<file path="src/sv/ftg_pkg.sv">
// shared constants, types and arithmetic helpers for the foot swing trajectory core
package ftg_pkg;

    localparam int FRAC_BITS     = 16;
    localparam int CORDIC_STAGES = 16;
    localparam int TERRAIN_FRAC  = 14;
    localparam int ATAN_COUNT    = 24;
    localparam int CORDIC_LAT    = CORDIC_STAGES + 2;

    // cordic datapath, trig result, angle accumulator
    localparam int CW = FRAC_BITS + 4;
    localparam int TW = FRAC_BITS + 3;
    localparam int ZW = 34;
    // offset, derivative and velocity widths
    localparam int PW = 20;
    localparam int DW = 44 - FRAC_BITS;
    localparam int VW = 54 - FRAC_BITS;
    localparam int WW = 24;
    localparam int EPW = PW + 16;
    localparam int EVW = VW + 16;
    localparam int PH_SH = 31 - 2 * FRAC_BITS;

    localparam longint GAIN_Q30 = 652032874;
    localparam longint PI_Q29   = 1686629713;
    localparam longint X_INIT   =
        (GAIN_Q30 + (64'sd1 <<< (29 - FRAC_BITS))) >>> (30 - FRAC_BITS);

    localparam logic [31:0] ATAN_TAB [ATAN_COUNT] = '{
        32'h20000000, 32'h12E4051E, 32'h09FB385B, 32'h051111D4, 32'h028B0D43, 32'h0145D7E1,
        32'h00A2F61E, 32'h00517C55, 32'h0028BE53, 32'h00145F2F, 32'h000A2F98, 32'h000517CC,
        32'h00028BE6, 32'h000145F3, 32'h0000A2FA, 32'h0000517D, 32'h000028BE, 32'h0000145F,
        32'h00000A30, 32'h00000518, 32'h0000028C, 32'h00000146, 32'h000000A3, 32'h00000051
    };

    typedef enum logic [2:0] {
        REG_STEP_LENGTH   = 3'd0,
        REG_STEP_HEIGHT   = 3'd1,
        REG_SWING_RATE    = 3'd2,
        REG_HEADING_ANGLE = 3'd3,
        REG_HEADING_SPEED = 3'd4,
        REG_TERRAIN_ROW0  = 3'd5,
        REG_TERRAIN_ROW1  = 3'd6,
        REG_TERRAIN_ROW2  = 3'd7
    } cfg_reg_t;

    typedef struct packed {
        logic [17:0]        step_length;
        logic [17:0]        step_height;
        logic [19:0]        swing_rate;
        logic signed [15:0] heading_angle;
        logic signed [31:0] heading_speed;
        logic [47:0]        terrain_row0;
        logic [47:0]        terrain_row1;
        logic [47:0]        terrain_row2;
        logic [DW-1:0]      len_w;
        logic [DW-1:0]      hgt_w;
    } cfg_t;

    // round to nearest, ties toward plus infinity
    function automatic logic signed [63:0] rnd(input logic signed [63:0] v, input int s);
        rnd = (v + (64'sd1 <<< (s - 1))) >>> s;
    endfunction

    function automatic logic signed [31:0] sat32(input logic signed [63:0] v);
        if (v > 64'sd2147483647)
            sat32 = 32'sh7fffffff;
        else if (v < -64'sd2147483648)
            sat32 = 32'sh80000000;
        else
            sat32 = v[31:0];
    endfunction

    function automatic logic signed [15:0] tentry(input logic [47:0] row, input int col);
        tentry = row[16 * col +: 16];
    endfunction

endpackage

</file>
<file path="src/sv/ftg_cfg.sv">
// configuration register file and config-derived angular rate products
module ftg_cfg
    import ftg_pkg::*;
(
    input  logic        clk,
    input  logic        rst_n,
    input  logic        cfg_valid,
    output logic        cfg_ready,
    input  logic [2:0]  cfg_index,
    input  logic [47:0] cfg_data,
    output cfg_t        cfg
);

    localparam int LPW = WW + 18;

    logic [17:0]        step_length_reg;
    logic [17:0]        step_height_reg;
    logic [19:0]        swing_rate_reg;
    logic signed [15:0] heading_angle_reg;
    logic signed [31:0] heading_speed_reg;
    logic [47:0]        terrain_row0_reg;
    logic [47:0]        terrain_row1_reg;
    logic [47:0]        terrain_row2_reg;
    logic [WW-1:0]      rate_w_reg;
    logic [WW-1:0]      rate_w_next;
    logic [DW-1:0]      len_w_reg;
    logic [DW-1:0]      len_w_next;
    logic [DW-1:0]      hgt_w_reg;
    logic [DW-1:0]      hgt_w_next;
    logic [51:0]        wprod;
    logic [LPW-1:0]     lprod;
    logic [LPW-1:0]     hprod;
    cfg_reg_t           idx;

    assign cfg_ready = 1'b1;
    assign idx       = cfg_reg_t'(cfg_index);

    always_ff @(posedge clk or negedge rst_n)
    begin
        if (!rst_n)
        begin
            step_length_reg   <= '0;
            step_height_reg   <= '0;
            swing_rate_reg    <= '0;
            heading_angle_reg <= '0;
            heading_speed_reg <= '0;
            terrain_row0_reg  <= '0;
            terrain_row1_reg  <= '0;
            terrain_row2_reg  <= '0;
        end
        else if (cfg_valid)
        begin
            case (idx)
                REG_STEP_LENGTH:   step_length_reg   <= cfg_data[17:0];
                REG_STEP_HEIGHT:   step_height_reg   <= cfg_data[17:0];
                REG_SWING_RATE:    swing_rate_reg    <= cfg_data[19:0];
                REG_HEADING_ANGLE: heading_angle_reg <= cfg_data[15:0];
                REG_HEADING_SPEED: heading_speed_reg <= cfg_data[31:0];
                REG_TERRAIN_ROW0:  terrain_row0_reg  <= cfg_data;
                REG_TERRAIN_ROW1:  terrain_row1_reg  <= cfg_data;
                REG_TERRAIN_ROW2:  terrain_row2_reg  <= cfg_data;
                default: ;
            endcase
        end
    end

    // pi*f, registered, then times length and height, registered again
    assign wprod       = 52'(PI_Q29) * 52'(swing_rate_reg);
    assign rate_w_next = WW'((wprod + (52'd1 << 28)) >> 29);
    assign lprod       = LPW'(rate_w_reg) * LPW'(step_length_reg);
    assign hprod       = LPW'(rate_w_reg) * LPW'(step_height_reg);
    assign len_w_next  = DW'((lprod + (LPW'(1) << (FRAC_BITS - 1))) >> FRAC_BITS);
    assign hgt_w_next  = DW'((hprod + (LPW'(1) << (FRAC_BITS - 1))) >> FRAC_BITS);

    always_ff @(posedge clk or negedge rst_n)
    begin
        if (!rst_n)
        begin
            rate_w_reg <= '0;
            len_w_reg  <= '0;
            hgt_w_reg  <= '0;
        end
        else
        begin
            rate_w_reg <= rate_w_next;
            len_w_reg  <= len_w_next;
            hgt_w_reg  <= hgt_w_next;
        end
    end

    always_comb
    begin
        cfg.step_length   = step_length_reg;
        cfg.step_height   = step_height_reg;
        cfg.swing_rate    = swing_rate_reg;
        cfg.heading_angle = heading_angle_reg;
        cfg.heading_speed = heading_speed_reg;
        cfg.terrain_row0  = terrain_row0_reg;
        cfg.terrain_row1  = terrain_row1_reg;
        cfg.terrain_row2  = terrain_row2_reg;
        cfg.len_w         = len_w_reg;
        cfg.hgt_w         = hgt_w_reg;
    end

endmodule

</file>
<file path="config.mk">
export PLATFORM = sky130hd
export DESIGN_NAME = ftg_cfg
export DESIGN_NICKNAME = d
export VERILOG_FILES = /design/src/sv/ftg_pkg.sv /design/src/sv/ftg_cfg.sv
export SDC_FILE = /design/constraint.sdc
export NUM_CORES = 2
export LEC_CHECK = 0
export ABC_AREA = 0
export BUFFER_PORTS_ARGS = -buffer_cell sky130_fd_sc_hd__buf_2
export CAP_MARGIN = 20
export CORE_MARGIN = 2
export CORE_UTILIZATION = 40
export DETAILED_ROUTE_END_ITERATION = 16
export GPL_TIMING_DRIVEN = 1
export PLACE_DENSITY = 0.69
export SLEW_MARGIN = 40
export SYNTH_ARGS = -nofsm -noshare
export SYNTH_HDL_FRONTEND = slang
export SYNTH_SLANG_ARGS = --single-unit
</file>
<file path="constraint.sdc">
create_clock -name clk -period 6.6 [get_ports clk]
set_clock_uncertainty 0.1 [all_clocks]
set_input_delay 0.66 -clock clk [delete_from_list [all_inputs] [get_ports clk]]
set_output_delay 0.66 -clock clk [all_outputs]
set_load 0.02 [all_outputs]
</file>
### After elaboration in Yosys (flattened, before gate mapping)

Index checks and enable logic that the tools add are counted.

* add/subtract/negate cells: 3
* multiply operators: 3
* div/mod/pow operators: 0
* magnitude comparators: 0
* eq/ne operators: 7
* shifts and indexed selects: 0
* muxes and demuxes: 0
* bitwise logic cells: 0
* reductions and logical operators: 9

Operators by type and width (count)
* adder 41 x 16 -> 42 bit (second input constant): 2
* multiplier 23 x 18 -> 41 bit: 2
* adder 51 x 29 -> 52 bit (second input constant): 1
* multiplier 31 x 20 -> 51 bit (first input constant): 1
* AND reduction 2 bit: 8
* == test 3 bit (second input constant): 4
* == test 3 x 2 -> 1 bit (second input constant): 2
* == test 3 x 1 -> 1 bit (second input constant): 1
* zero test 3 bit: 1

* flip-flop bits (word level): 323
* bits in latches: 0
* bits in writable memories: 0
* ROM bits: 0
* bits of input ports: 54
* output and inout bits: 305
* logic and storage cells: 33
* memories: 0

### Logic depth before layout (Yosys ltp)

* word-level depth: 2
* gate-level depth with buffers: 25
* depth with buffers taken out: 24

### Worst setup path after synthesis

No wires, ideal clock.

* path type: reg-to-reg
* start: register swing_rate_reg[3]
* end: register rate_w_reg[21]
* setup time: 79 ps
* arrival: 6051 ps
* required time: 6421 ps
* setup slack: 369 ps
* cell stages (with the launch flop): 24
* path buffers: 0
* period minus slack after synthesis: 6231 ps
* cell sequence: dfrtp_1 inv_1 fa_1 inv_1 fa_1 inv_1 fa_1 inv_1 fa_1 inv_1 fa_1 inv_1 fa_1 fa_1 ha_1 nand4_1 inv_1 o2111ai_1 a31o_2 a31oi_1 nor3_1 o21ba_2 o21bai_1 xor2_1

* longest elaborated chain between the ends: 2

RTL lines
* from (decl): RTL line ftg_cfg.sv:18 `logic [19:0] swing_rate_reg;`
* from (signal assigned): RTL line ftg_cfg.sv:56 `REG_SWING_RATE: swing_rate_reg <= cfg_data[19:0];`
* multiplier 31 x 20 -> 51 bit: RTL line ftg_cfg.sv:68 `assign wprod = 52'(PI_Q29) * 52'(swing_rate_reg);`
* adder 51 x 29 -> 52 bit: RTL line ftg_cfg.sv:69 `assign rate_w_next = WW'((wprod + (52'd1 << 28)) >> 29);`
* net rate_w_next[21]: RTL line ftg_cfg.sv:25 `logic [WW-1:0] rate_w_next;`
* to (signal assigned): RTL line ftg_cfg.sv:85 `rate_w_reg <= rate_w_next;`
* to (decl): RTL line ftg_cfg.sv:24 `logic [WW-1:0] rate_w_reg;`

The timed path passes the listed nets, and every way through them passes these cells.
A chain may end at the register's enable or synchronous reset.

### Worst setup path in the final report

* start: register swing_rate_reg[5]
* end: register rate_w_reg[3]

The elaborated chain is that of the path after synthesis.

==> flow_summary.toml <==
[timing]
drv_slew = 0
fin_crit_sh = 0.963
fin_tns_setup_ns = 0
tightest_slew_ns = 0.784
fmax_mhz = 157
final_hold_viol_count = 0
holdWs_ns = 0.190
period_needed_ns = 6.36
report.final.setup_viol = 0
grt_setup_unrepaired = "true"
max_slew_margin = 0.477

[placement]
placedCellCount = 6573
gp_congestion = 0.940
port_buffers = 353
dp_hpwl_um = 102000

[synth]
syn_inst = 4689
async_flop_share = 1.00
syn_avg_cell_area_um2 = 10.1
ys_warn_count = 0
ys_seq_elements = 323
synth_edf_count = 0
ys_types = 69
ys_seq_area_frac = 0.171
syn_area_mm2 = 0.0473
synth_ff_type = "dfrtp_1"

[grt]
grt_overflow_total = 0
grt_pass1_vias = 36400
antenna_found_initial = 9
grt_pass1_wl_um = 200000
grt_usage = 0.213
grt_max_degree = 117

[cells_and_area]
fillers = 11000
drive_above_1_share = 0.182
layout_common_cells = "1126 x inv_1, 873 x fa_1, 546 x nand2_1, 515 x ha_1, 352 x buf_2"
area_delta_synth_final_pct = 13.6
ff_latch_area_mm2 = 0.00812
final_common_cell = "inv_1"
multiInputGateArea_mm2 = 0.0343
nets = 6534
instances_no_fill = 6661

[critical_path]
critPathArrivalTime_ns = 6.80
reg2reg_from = "swing_rate_reg[5]$_DFFE_PN0P_"
critPathMaxFanout = 5
cpMostUsedCell = "fa_1"
r2r-end = "rate_w_reg[3]$_DFF_PN0_"
cpPeakStageDelay_ns = 0.72
critPathCaptureType = "flip-flop"
path_class = "flip-flop to flip-flop"
path_cells = "fa_1 > buf_4 > fa_1 > fa_1 > inv_1 > fa_1 > fa_1 > inv_1 > fa_1 > ha_1 > ha_1 > a21o_1 > a21o_1 > a21oi_1 > o32ai_1 > a2111oi_0 > nor3_1 > nor2_1 > xnor2_1"
reg2reg_depth = 19
reg2reg_slack_ns = 0.24
crit_path_start_kind = "flip-flop"
cpMaxStageDelayCell = "fa_1"
cp.required_ns = 7.04

[min_path]
hold_path.class = "primary input to flip-flop"
min-delay-start = "cfg_data[43]"
whs_endpoint = "terrain_row1_reg[43]$_DFFE_PN0P_"
hold_depth = 2

[cts]
worstSkewPairLatency_ns = 0.64
clk_pin_slew_ns = 0.07
root_buffer = "clkbuf_16"
cts_tree = "yes"
clock_sink_count = 323
cts_buffers = 43
ctsHtreeMaxLevel = 2
max-clock-path-buffers = 3

[detailed_routing]
drc = 0
ant_nets = 0
firstDrtPassIters = 5
via_per_inst = 5.00
wire_per_inst_um = 18.9
wirelength_um = 126000
vias = 33300
drtIter0Drc = 1675

[die]
die_y_um = 348
io_pins = 359
rows = 126
die_x_um = 348
core_mm2 = 0.118
dieArea_mm2 = 0.121
start_util = 0.402

[run_status]
status = "completed"

[job]
cap_violations = 0
[stage by stage]
| stage | utilization | worst slack, ns | instance area [um^2] |
|---|---|---|---|
| 2_1_floorplan | - | 0.369 | 47300 |
| 3_3_place_gp | 0.441 | -0.105 | 51900 |
| 3_5_place_dp | 0.442 | -0.179 | 51900 |
| 4_1_cts | 0.455 | 0.0148 | 53500 |
| 5_1_grt | 0.457 | -0.0193 | 53700 |
| 6_report | 0.457 | 0.243 | 53700 |
[repair_timing]
item | CTS | global route
gates resized for setup | 7 | 52
gates cloned | 0 | 1
setup buffers | 0 | 5
pin swaps | 0 | 14
hold buffers | 1 | 0
endpoints found under the hold margin | 30 | 0
setup endpoints to repair | 8 | 41
[cell type report]
type                       count  area share
sequential                   323       0.151
timing repair buffer         558      0.0667
tap                         1536      0.0358
antenna                        2   0.0000932
inverter                    1129      0.0789
multi-input combinational   3034       0.639
clock buffer                  57      0.0223
clock inverter                22     0.00587
[synth_stat cells (3+ instances only)]
master	count	area (um^2)
inv_1	1128	4230
a31o_2	3	26.3
o22ai_1	3	18.8
and4_1	5	43.8
a21o_1	53	398
buf_4	5	37.5
dfrtp_1	323	8080
o2111ai_1	3	26.3
nand2b_1	9	56.3
nand4_1	23	144
o211ai_1	6	45.0
nor3b_1	5	37.5
nand4b_1	5	43.8
a21oi_2	3	26.3
nand3_1	22	110
nor3_1	13	65.1
and3_1	8	50.1
fa_1	873	17500
a211o_1	3	26.3
ha_1	518	6480
nor2_1	46	173
o21bai_1	10	75.1
buf_1	6	22.5
clkbuf_1	191	717
buf_2	4	20.0
or3_1	4	25.0
nand2_1	548	2060
and2_1	340	2130
xnor2_1	48	420
o21ai_0	51	255
o21ai_1	8	40.0
o21a_1	8	60.1
a21oi_1	85	425
a31oi_1	12	75.1
a311oi_1	4	35.0
xor2_1	30	263
mux2_2	233	2620
nor2b_1	10	62.6
[how the worst max path moves through the flow]
stage                             startpoint                        to  slack [ns]  cells past startpoint
2_1_floorplan  swing_rate_reg[3]$_DFFE_PN0P_  rate_w_reg[21]$_DFF_PN0_        0.37                     23
3_3_place_gp        rate_w_reg[13]$_DFF_PN0_   len_w_reg[23]$_DFF_PN0_       -0.10                     22
3_5_place_dp        rate_w_reg[13]$_DFF_PN0_   len_w_reg[22]$_DFF_PN0_       -0.18                     23
4_1_cts              rate_w_reg[5]$_DFF_PN0_   hgt_w_reg[25]$_DFF_PN0_        0.01                     23
5_1_grt             rate_w_reg[13]$_DFF_PN0_   len_w_reg[23]$_DFF_PN0_       -0.02                     22
6_report       swing_rate_reg[5]$_DFFE_PN0P_   rate_w_reg[3]$_DFF_PN0_        0.24                     19
[kinds of logic after synthesis]
group,Yosys count,synth area share
AO/OA/AOI/OAI,276,0.0378
XOR/XNOR,78,0.0144
adder cells (fa/ha/maj),1391,0.507
buffers and inverters,1335,0.106
flip-flops,323,0.171
multiplexers,235,0.0559
other,2,0.000159
AND/OR/NAND/NOR,1049,0.108
[routing by layer]
metal  GRT usage  share of wire  wire length [um]
met1       0.259           0.39             48800
met2       0.380           0.51             64400
met3      0.0301          0.056              7040
met4      0.0815          0.042              5340
met5           0              0                 0
[critical path: cells and delay by family (launching register included)]
family          cells  cell delay [ns]
compound gates      5             1.28
fa+ha+maj           8             3.78
flops               1             0.46
simple gates        2             0.24
xor+xnor            1             0.13
buf+inv             3             0.27
Power is left out: the tool's default activity adds up to more than one toggle a clock period on the data nets, which glitch-free logic cannot reach.
