**src/sv/ftg_pkg.sv**
```systemverilog
// shared constants, types and arithmetic helpers for the foot swing trajectory core
package ftg_pkg;

    localparam int FRAC_BITS     = 16;
    localparam int CORDIC_STAGES = 16;
    localparam int TERRAIN_FRAC  = 14;
    localparam int ATAN_COUNT    = 24;
    localparam int CORDIC_LAT    = CORDIC_STAGES + 2;

    // cordic datapath, trig result, angle accumulator
    localparam int CW = FRAC_BITS + 4;
    localparam int TW = FRAC_BITS + 3;
    localparam int ZW = 34;
    // offset, derivative and velocity widths
    localparam int PW = 20;
    localparam int DW = 44 - FRAC_BITS;
    localparam int VW = 54 - FRAC_BITS;
    localparam int WW = 24;
    localparam int EPW = PW + 16;
    localparam int EVW = VW + 16;
    localparam int PH_SH = 31 - 2 * FRAC_BITS;

    localparam longint GAIN_Q30 = 652032874;
    localparam longint PI_Q29   = 1686629713;
    localparam longint X_INIT   =
        (GAIN_Q30 + (64'sd1 <<< (29 - FRAC_BITS))) >>> (30 - FRAC_BITS);

    localparam logic [31:0] ATAN_TAB [ATAN_COUNT] = '{
        32'h20000000, 32'h12E4051E, 32'h09FB385B, 32'h051111D4, 32'h028B0D43, 32'h0145D7E1,
        32'h00A2F61E, 32'h00517C55, 32'h0028BE53, 32'h00145F2F, 32'h000A2F98, 32'h000517CC,
        32'h00028BE6, 32'h000145F3, 32'h0000A2FA, 32'h0000517D, 32'h000028BE, 32'h0000145F,
        32'h00000A30, 32'h00000518, 32'h0000028C, 32'h00000146, 32'h000000A3, 32'h00000051
    };

    typedef enum logic [2:0] {
        REG_STEP_LENGTH   = 3'd0,
        REG_STEP_HEIGHT   = 3'd1,
        REG_SWING_RATE    = 3'd2,
        REG_HEADING_ANGLE = 3'd3,
        REG_HEADING_SPEED = 3'd4,
        REG_TERRAIN_ROW0  = 3'd5,
        REG_TERRAIN_ROW1  = 3'd6,
        REG_TERRAIN_ROW2  = 3'd7
    } cfg_reg_t;

    typedef struct packed {
        logic [17:0]        step_length;
        logic [17:0]        step_height;
        logic [19:0]        swing_rate;
        logic signed [15:0] heading_angle;
        logic signed [31:0] heading_speed;
        logic [47:0]        terrain_row0;
        logic [47:0]        terrain_row1;
        logic [47:0]        terrain_row2;
        logic [DW-1:0]      len_w;
        logic [DW-1:0]      hgt_w;
    } cfg_t;

    // round to nearest, ties toward plus infinity
    function automatic logic signed [63:0] rnd(input logic signed [63:0] v, input int s);
        rnd = (v + (64'sd1 <<< (s - 1))) >>> s;
    endfunction

    function automatic logic signed [31:0] sat32(input logic signed [63:0] v);
        if (v > 64'sd2147483647)
            sat32 = 32'sh7fffffff;
        else if (v < -64'sd2147483648)
            sat32 = 32'sh80000000;
        else
            sat32 = v[31:0];
    endfunction

    function automatic logic signed [15:0] tentry(input logic [47:0] row, input int col);
        tentry = row[16 * col +: 16];
    endfunction

endpackage

```
**src/sv/ftg_cordic.sv**
```systemverilog
// pipelined rotation-mode cordic, one stage per iteration
module ftg_cordic
    import ftg_pkg::*;
(
    input  logic                 clk,
    input  logic                 en,
    input  logic [31:0]          angle,
    output logic signed [TW-1:0] cos_val,
    output logic signed [TW-1:0] sin_val
);

    localparam logic signed [ZW-1:0] QUARTER = ZW'(64'sd1 <<< 30);
    localparam logic signed [ZW-1:0] HALF    = ZW'(64'sd1 <<< 31);

    logic signed [CW-1:0] x_reg   [0:CORDIC_STAGES];
    logic signed [CW-1:0] y_reg   [0:CORDIC_STAGES];
    logic signed [ZW-1:0] z_reg   [0:CORDIC_STAGES];
    logic                 neg_reg [0:CORDIC_STAGES];
    logic signed [TW-1:0] cos_reg;
    logic signed [TW-1:0] sin_reg;
    logic signed [ZW-1:0] z_in;
    logic signed [ZW-1:0] z_fold;
    logic                 neg_fold;

    assign z_in = ZW'(signed'(angle));

    // fold into the right half plane; a folded angle negates both results
    always_comb
    begin
        z_fold   = z_in;
        neg_fold = 1'b0;
        if (z_in > QUARTER)
        begin
            z_fold   = z_in - HALF;
            neg_fold = 1'b1;
        end
        else if (z_in < -QUARTER)
        begin
            z_fold   = z_in + HALF;
            neg_fold = 1'b1;
        end
    end

    always_ff @(posedge clk)
    begin
        if (en)
        begin
            x_reg[0]   <= CW'(X_INIT);
            y_reg[0]   <= '0;
            z_reg[0]   <= z_fold;
            neg_reg[0] <= neg_fold;
        end
    end

    for (genvar i = 0; i < CORDIC_STAGES; i++)
    begin : g_stage
        localparam logic signed [ZW-1:0] ATAN_I = ZW'(ATAN_TAB[i]);
        always_ff @(posedge clk)
        begin
            if (en)
            begin
                if (z_reg[i] >= 0)
                begin
                    x_reg[i+1] <= x_reg[i] - (y_reg[i] >>> i);
                    y_reg[i+1] <= y_reg[i] + (x_reg[i] >>> i);
                    z_reg[i+1] <= z_reg[i] - ATAN_I;
                end
                else
                begin
                    x_reg[i+1] <= x_reg[i] + (y_reg[i] >>> i);
                    y_reg[i+1] <= y_reg[i] - (x_reg[i] >>> i);
                    z_reg[i+1] <= z_reg[i] + ATAN_I;
                end
                neg_reg[i+1] <= neg_reg[i];
            end
        end
    end

    always_ff @(posedge clk)
    begin
        if (en)
        begin
            cos_reg <= neg_reg[CORDIC_STAGES] ? TW'(-x_reg[CORDIC_STAGES])
                                              : TW'(x_reg[CORDIC_STAGES]);
            sin_reg <= neg_reg[CORDIC_STAGES] ? TW'(-y_reg[CORDIC_STAGES])
                                              : TW'(y_reg[CORDIC_STAGES]);
        end
    end

    assign cos_val = cos_reg;
    assign sin_val = sin_reg;

endmodule

```
**config.mk**
```make
export PLATFORM = sky130hd
export DESIGN_NAME = ftg_cordic
export DESIGN_NICKNAME = d
export VERILOG_FILES = /design/src/sv/ftg_pkg.sv /design/src/sv/ftg_cordic.sv
export SDC_FILE = /design/constraint.sdc
export NUM_CORES = 2
export LEC_CHECK = 0
export ABC_AREA = 1
export BUFFER_PORTS_ARGS = -buffer_cell sky130_fd_sc_hd__buf_2
export CORE_ASPECT_RATIO = 1.2
export CORE_MARGIN = 3
export CORE_UTILIZATION = 59
export DETAILED_ROUTE_END_ITERATION = 12
export PLACE_DENSITY = 0.75
export SLEW_MARGIN = 20
export SYNTH_ARGS = -nofsm -noshare
export SYNTH_HDL_FRONTEND = slang
export SYNTH_SLANG_ARGS = --single-unit
```
**constraint.sdc**
```tcl
create_clock -name clk -period 10.5 [get_ports clk]
set_clock_uncertainty 0.2 [all_clocks]
set_input_delay 0 -clock clk [delete_from_list [all_inputs] [get_ports clk]]
set_output_delay 0 -clock clk [all_outputs]
set_load 0.02 [all_outputs]
```
After elaboration in Yosys (flattened, before gate mapping)
Memories as Yosys holds them, arrays and structs flattened.
Cells that the tools add are included.
- order comparisons: 18
- add/subtract/negate cells: 99
- bitwise gates (word level): 48
- muxes and demuxes: 152
- operators by type and width (cell ; count):
    20-bit 2-to-1 mux ; 32
    34-bit 2-to-1 mux ; 18
    34-bit by 1-bit >= comparator with 1-bit output (second input constant) ; 16
    1-bit 2-to-1 mux ; 100
    1-bit OR ; 48
    20-bit by 10-bit adder with 20-bit output ; 2
    20-bit by 11-bit adder with 20-bit output ; 2
    20-bit by 12-bit adder with 20-bit output ; 2
    20-bit by 13-bit adder with 20-bit output ; 2
    20-bit by 14-bit adder with 20-bit output ; 2
    20-bit by 15-bit adder with 20-bit output ; 2
    20-bit by 16-bit adder with 20-bit output ; 2
    20-bit by 17-bit adder with 20-bit output ; 2
    20-bit by 18-bit adder with 20-bit output ; 2
    20-bit by 19-bit adder with 20-bit output ; 2
    20-bit by 5-bit adder with 20-bit output ; 2
    20-bit by 6-bit adder with 20-bit output ; 2
    20-bit by 7-bit adder with 20-bit output ; 2
    20-bit by 8-bit adder with 20-bit output ; 2
    20-bit by 9-bit adder with 20-bit output ; 2
    20-bit by 10-bit subtractor with 20-bit output ; 2
    20-bit by 11-bit subtractor with 20-bit output ; 2
    20-bit by 12-bit subtractor with 20-bit output ; 2
    20-bit by 13-bit subtractor with 20-bit output ; 2
    other kinds (51) ; 65
- memories kept: 4
- output and inout bits: 38
- flip-flop bits (word level): 38
- bits in writable memories: 1275
- bits of input ports: 34
- logic and storage cells: 323
- memories (name ; depth ; bits a word ; rd ports ; clocked after Yosys merged registers in ; wr ports ; RTL line ; source):
    z_reg ; 17 ; 34 ; 16 ; 0 ; 17 ; ftg_cordic.sv:17 ; logic signed [ZW-1:0] z_reg [0:CORDIC_STAGES];
    x_reg ; 17 ; 20 ; 17 ; 0 ; 17 ; ftg_cordic.sv:15 ; logic signed [CW-1:0] x_reg [0:CORDIC_STAGES];
    y_reg ; 17 ; 20 ; 17 ; 0 ; 17 ; ftg_cordic.sv:16 ; logic signed [CW-1:0] y_reg [0:CORDIC_STAGES];
    neg_reg ; 17 ; 1 ; 17 ; 0 ; 17 ; ftg_cordic.sv:18 ; logic neg_reg [0:CORDIC_STAGES];

Depth between registers and ports, before layout
- depth after elaboration: 5
- depth in mapped cells: 22
- mapped depth without buffers: 22

Least setup slack after synthesis
Ideal clock, no wire load.
- kind: reg-to-reg
- start: mem z_reg[13][33]
- end: mem x_reg[14][15] in the netlist's numbering, data pin
- stages on the path, launching flop included: 15
- library setup time: 0.259 ns
- data required time: 10.041 ns
- data arrival time: 3.145 ns
- slack: 6.896 ns
- buffers on the path: 4
- period minus slack after synthesis: 3.604 ns
- cells stage by stage: edfxtp_1 buf_2 nand2_4 buf_6 buf_2 clkbuf_1 o21ai_0 ha_1 nand3_1 nand2_1 a21boi_0 o21ai_0 nand3_1 nand2_1 xor2_1
- RTL lines (item ; RTL line):
    start: declaration ; ftg_cordic.sv:17
    end: declaration ; ftg_cordic.sv:15

==> report_table.html <==
<table>
<tr><th>Metric</th><th>Value</th></tr>
<tr><th colspan="2">Synth</th></tr>
<tr><td>Leading post-synthesis cells by cell area</td><td>edfxtp_1 (35%), nand2_1 (12%), ha_1 (12%)</td></tr>
<tr><td>Yosys warns</td><td>0</td></tr>
<tr><td>Number of synthesized flops with an enable pin</td><td>approximately 1.2k</td></tr>
<tr><td>Cell with the most instances after synthesis</td><td>nand2_1</td></tr>
<tr><td>Mapped cell area</td><td>approximately 0.099 mm²</td></tr>
<tr><td>Post-synthesis cell type with the largest combined area</td><td>edfxtp_1</td></tr>
<tr><td>Register area share after synthesis</td><td>0.352</td></tr>
<tr><td>Primary flip-flop cell chosen by synthesis mapping</td><td>edfxtp_1</td></tr>
<tr><td>Number of synthesized register bits</td><td>1158</td></tr>
<tr><td>Number of distinct library cells after synthesis</td><td>60</td></tr>
<tr><td>Top cell type's share of synthesized area</td><td>0.352</td></tr>
<tr><td>Cells after synthesis</td><td>around 13k</td></tr>
<tr><td>Fraction of synthesis flops using an asynchronous set or reset pin</td><td>0</td></tr>
<tr><td>Most common library cells after synthesis</td><td>nand2_1 (3261), inv_1 (1493), nor2_1 (1247)</td></tr>
<tr><td>Mean post-synth cell area</td><td>just under 8 µm²</td></tr>
<tr><th colspan="2">Global route</th></tr>
<tr><td>Total GRT Usage</td><td>0.327</td></tr>
<tr><td>Vias in the first global route</td><td>around 88k</td></tr>
<tr><td>Global-route wire length before repair</td><td>451000 µm</td></tr>
<tr><td>Total congestion overflow after global routing</td><td>0</td></tr>
<tr><td>Maximum number of pins on one net before global-route repair</td><td>158</td></tr>
<tr><td>Number of antenna violations at the first check in global routing</td><td>1</td></tr>
<tr><th colspan="2">Die</th></tr>
<tr><td>Horizontal die dimension</td><td>approximately 380 µm</td></tr>
<tr><td>Area inside the core boundary</td><td>0.165 mm²</td></tr>
<tr><td>Vert. Die Dim</td><td>approximately 450 µm</td></tr>
<tr><td>Starting density of the core</td><td>0.597</td></tr>
<tr><td>IO Pins</td><td>a little over 70</td></tr>
<tr><td>Number of rows created at floorplan</td><td>around 160</td></tr>
<tr><td>Area enclosed by the die boundary</td><td>about 0.17 mm²</td></tr>
<tr><th colspan="2">Placed design</th></tr>
<tr><td>HPWL Detailed</td><td>230000 µm</td></tr>
<tr><td>Total of buffers placed on input and output ports</td><td>roughly 70</td></tr>
<tr><td>Global placement routability congestion</td><td>approximately 1.1</td></tr>
<tr><th colspan="2">STA</th></tr>
<tr><td>Setup Viol. Count Final</td><td>0</td></tr>
<tr><td>Final hold viol count</td><td>0</td></tr>
<tr><td>Setup TNS Final</td><td>0 ps</td></tr>
<tr><td>Final slew viol count</td><td>0</td></tr>
<tr><td>Remaining max-slew budget at the tightest pin</td><td>0.268</td></tr>
<tr><td>Unrepaired setup endpoints after global routing</td><td>no</td></tr>
<tr><td>Highest Clock Rate</td><td>approximately 180 MHz</td></tr>
<tr><td>Post-Route Hold Slack</td><td>~120 ps</td></tr>
<tr><td>Post-route clock period utilization</td><td>0.535</td></tr>
<tr><td>Shortest clock period the worst path allows after layout</td><td>approximately 5600 ps</td></tr>
<tr><td>Transition time at the pin with the least slew margin</td><td>about 1100 ps</td></tr>
<tr><th colspan="2">Worst setup path</th></tr>
<tr><td>Reg2reg start</td><td>z_reg[11][33]$_DFFE_PP_</td></tr>
<tr><td>Category of the worst setup path capture point</td><td>flop</td></tr>
<tr><td>Crit-path slowest cell</td><td>inv_2</td></tr>
<tr><td>Slack of the worst reg-to-reg path</td><td>~5700 ps</td></tr>
<tr><td>Worst Setup Path Type</td><td>in -&gt; reg</td></tr>
<tr><td>Cell-by-cell listing of the critical path</td><td>dlygate4sd3_1, dlygate4sd3_1, buf_8, buf_4, buf_12, nand2_4, inv_2, a21oi_1, xnor2_1, ha_1, nand2_1, nor4_1, a21oi_1, o21bai_1, xor2_1</td></tr>
<tr><td>Highest fanout seen on the critical path</td><td>150</td></tr>
<tr><td>Reg2Reg Capture Point</td><td>z_reg[12][25]$_DFFE_PP_</td></tr>
<tr><td>Element type at the critical path start</td><td>primary input</td></tr>
<tr><td>Kind of cell with the highest combined delay on the critical path</td><td>buffers and inverters</td></tr>
<tr><td>Delay of the slowest cell on the worst path</td><td>between 600 and 700 ps</td></tr>
<tr><td>CP required</td><td>around 11000 ps</td></tr>
<tr><td>Worst path buffer plus inverter count</td><td>6</td></tr>
<tr><td>Worst Reg-to-Reg Cells</td><td>10</td></tr>
<tr><td>Data arrival time of the critical path</td><td>just under 6000 ps</td></tr>
<tr><th colspan="2">Clock tree</th></tr>
<tr><td>Clock tree from TritonCTS</td><td>done</td></tr>
<tr><td>Worst-skew pair later-pin latency</td><td>around 800 ps</td></tr>
<tr><td>Clock Sink Count</td><td>1158</td></tr>
<tr><td>TritonCTS buffer count</td><td>131</td></tr>
<tr><td>Deepest clock path buffer count</td><td>3</td></tr>
<tr><td>CTS H-tree lvls</td><td>4</td></tr>
<tr><td>Post-CTS Resized</td><td>0</td></tr>
<tr><td>Root cell of the clock tree</td><td>clkbuf_16</td></tr>
<tr><td>Clock input transition at the sequential cells of the worst setup and hold paths</td><td>70 ps</td></tr>
<tr><th colspan="2">Finish</th></tr>
<tr><td>Growth of design area from synthesis to finish</td><td>7.97%</td></tr>
<tr><td>Max reg flops</td><td>509</td></tr>
<tr><td>Ratio of cells with drive above 1 in the final layout</td><td>0.0320</td></tr>
<tr><td>Number of nets at the end of the flow</td><td>14.0k</td></tr>
<tr><th colspan="2">Hold path</th></tr>
<tr><td>Critical hold path startpoint</td><td>angle[31]</td></tr>
<tr><td>Worst hold path cell count</td><td>5</td></tr>
<tr><td>Tightest Hold Check Type</td><td>in -&gt; reg</td></tr>
<tr><td>Worst hold endpoint</td><td>z_reg[0][32]$_DFFE_PP_</td></tr>
<tr><th colspan="2">Drt</th></tr>
<tr><td>Starting DRC count in detailed routing</td><td>slightly above 6k</td></tr>
<tr><td>Remaining design rule violation count</td><td>0</td></tr>
<tr><td>Router iterations before antenna repair</td><td>8</td></tr>
<tr><td>Total wire length after detailed routing</td><td>roughly 290000 µm</td></tr>
<tr><td>Post-detailed-route via-to-cell ratio</td><td>about 5.8</td></tr>
<tr><td>Routed WL per cell</td><td>18.6 µm</td></tr>
<tr><td>Number of nets still failing antenna checks after routing</td><td>0</td></tr>
<tr><td>Routed vias</td><td>88.7k</td></tr>
<tr><th colspan="2">Run status</th></tr>
<tr><td>Result of the run</td><td>complete, no violations</td></tr>
<tr><th colspan="2">Flow run</th></tr>
<tr><td>Number of maximum-capacitance violations</td><td>0</td></tr>
</table>
-- layer usage --
metal / vias up / part of all wire / global-route usage
met5: - / 0 / 0
met4: 0 / 0.074 / 0.214
met3: 957 / 0.043 / 0.0367
li1: 43800 / - / -
met2: 2893 / 0.51 / 0.605
met1: 41100 / 0.37 / 0.351
-- cell families (layout without fill, tap and decap cells) --
kind of cell	after synthesis	in the layout	share of synthesized area
other	2	4	0.0000760
buffers and inverters	1628	1931	0.0636
adder cells (fa/ha/maj)	970	970	0.126
flip-flops	1158	1158	0.352
AND/OR/NAND/NOR	5795	5795	0.242
AO/OA/AOI/OAI	2235	2235	0.124
XOR/XNOR	1044	1044	0.0927
-- worst min-delay path, delay by kind of cell --
family | cells | cell delay (ps)
AO/OA/AOI/OAI | 1 | 170
AND/OR/NAND/NOR | 1 | 90
buffers and inverters | 3 | 750
-- how the worst max path moves through the flow --
stage,from,to,slack [ps],cells past startpoint
after CTS,en,y_reg[9][15]$_DFFE_PP_,5010,15
after floorplan,z_reg[13][33]$_DFFE_PP_,x_reg[14][15]$_DFFE_PP_,6900,14
after detailed placement,en,y_reg[9][15]$_DFFE_PP_,5200,13
after global routing,en,y_reg[9][15]$_DFFE_PP_,4560,15
final,en,y_reg[9][15]$_DFFE_PP_,4890,15
after global placement,z_reg[11][33]$_DFFE_PP_,y_reg[12][15]$_DFFE_PP_,5200,11
-- area by class of cell --
type                    count  area, µm²
fillers                 14400      58800
diodes                      1       2.50
clock buffers             155       3430
repair buffers            170       1310
inverters                1527       5730
clock inverters            79        870
multi-input cells       10000      57700
flip-flops and latches   1158      34800
well taps                2227       2790
-- stage by stage --
step	area, µm²	setup WS (ps)	utilization	cells
6_report	107000	4890	0.645	15400
5_1_grt	107000	4560	0.645	15400
4_1_cts	107000	5010	0.645	15400
3_5_place_dp	102000	5200	0.615	15100
3_3_place_gp	102000	5200	0.615	15100
2_1_floorplan	98800	6900	-	12800
-- what timing repair did --
item,in CTS,in global routing
endpoints found under the setup margin,0,0
hold buffers,67,0
endpoints found under the hold margin,357,0
buffers inserted,0,0
-- placed cells by master (no fill, tap or decap), drive strengths merged, types with 11 or more instances in the layout --
master       netlist  routed
nand2           3284    3284
inv             1522    1532
nor2            1266    1266
edfxtp          1158    1158
a21oi           1090    1090
ha               932     932
xor2             768     768
nand3            762     762
o21ai            721     721
xnor2            276     276
nor3             202     202
nand4            155     155
clkbuf            46     155
o21bai           134     134
buf               55     103
a21o              76      76
nor4              68      68
dlygate4sd3        0      67
a31oi             57      57
clkinv             5      48
a21boi            40      40
fa                38      38
o211ai            33      33
o21a              26      26
or2               23      23
a211oi            21      21
nand3b            19      19
o31ai             16      16
bufinv             0      14
clkinvlp           0      12
a221oi            11      11
and2              11      11
Power is not shown: default switching activity piles up to over one toggle a cycle in this logic, so the estimate is an artifact.
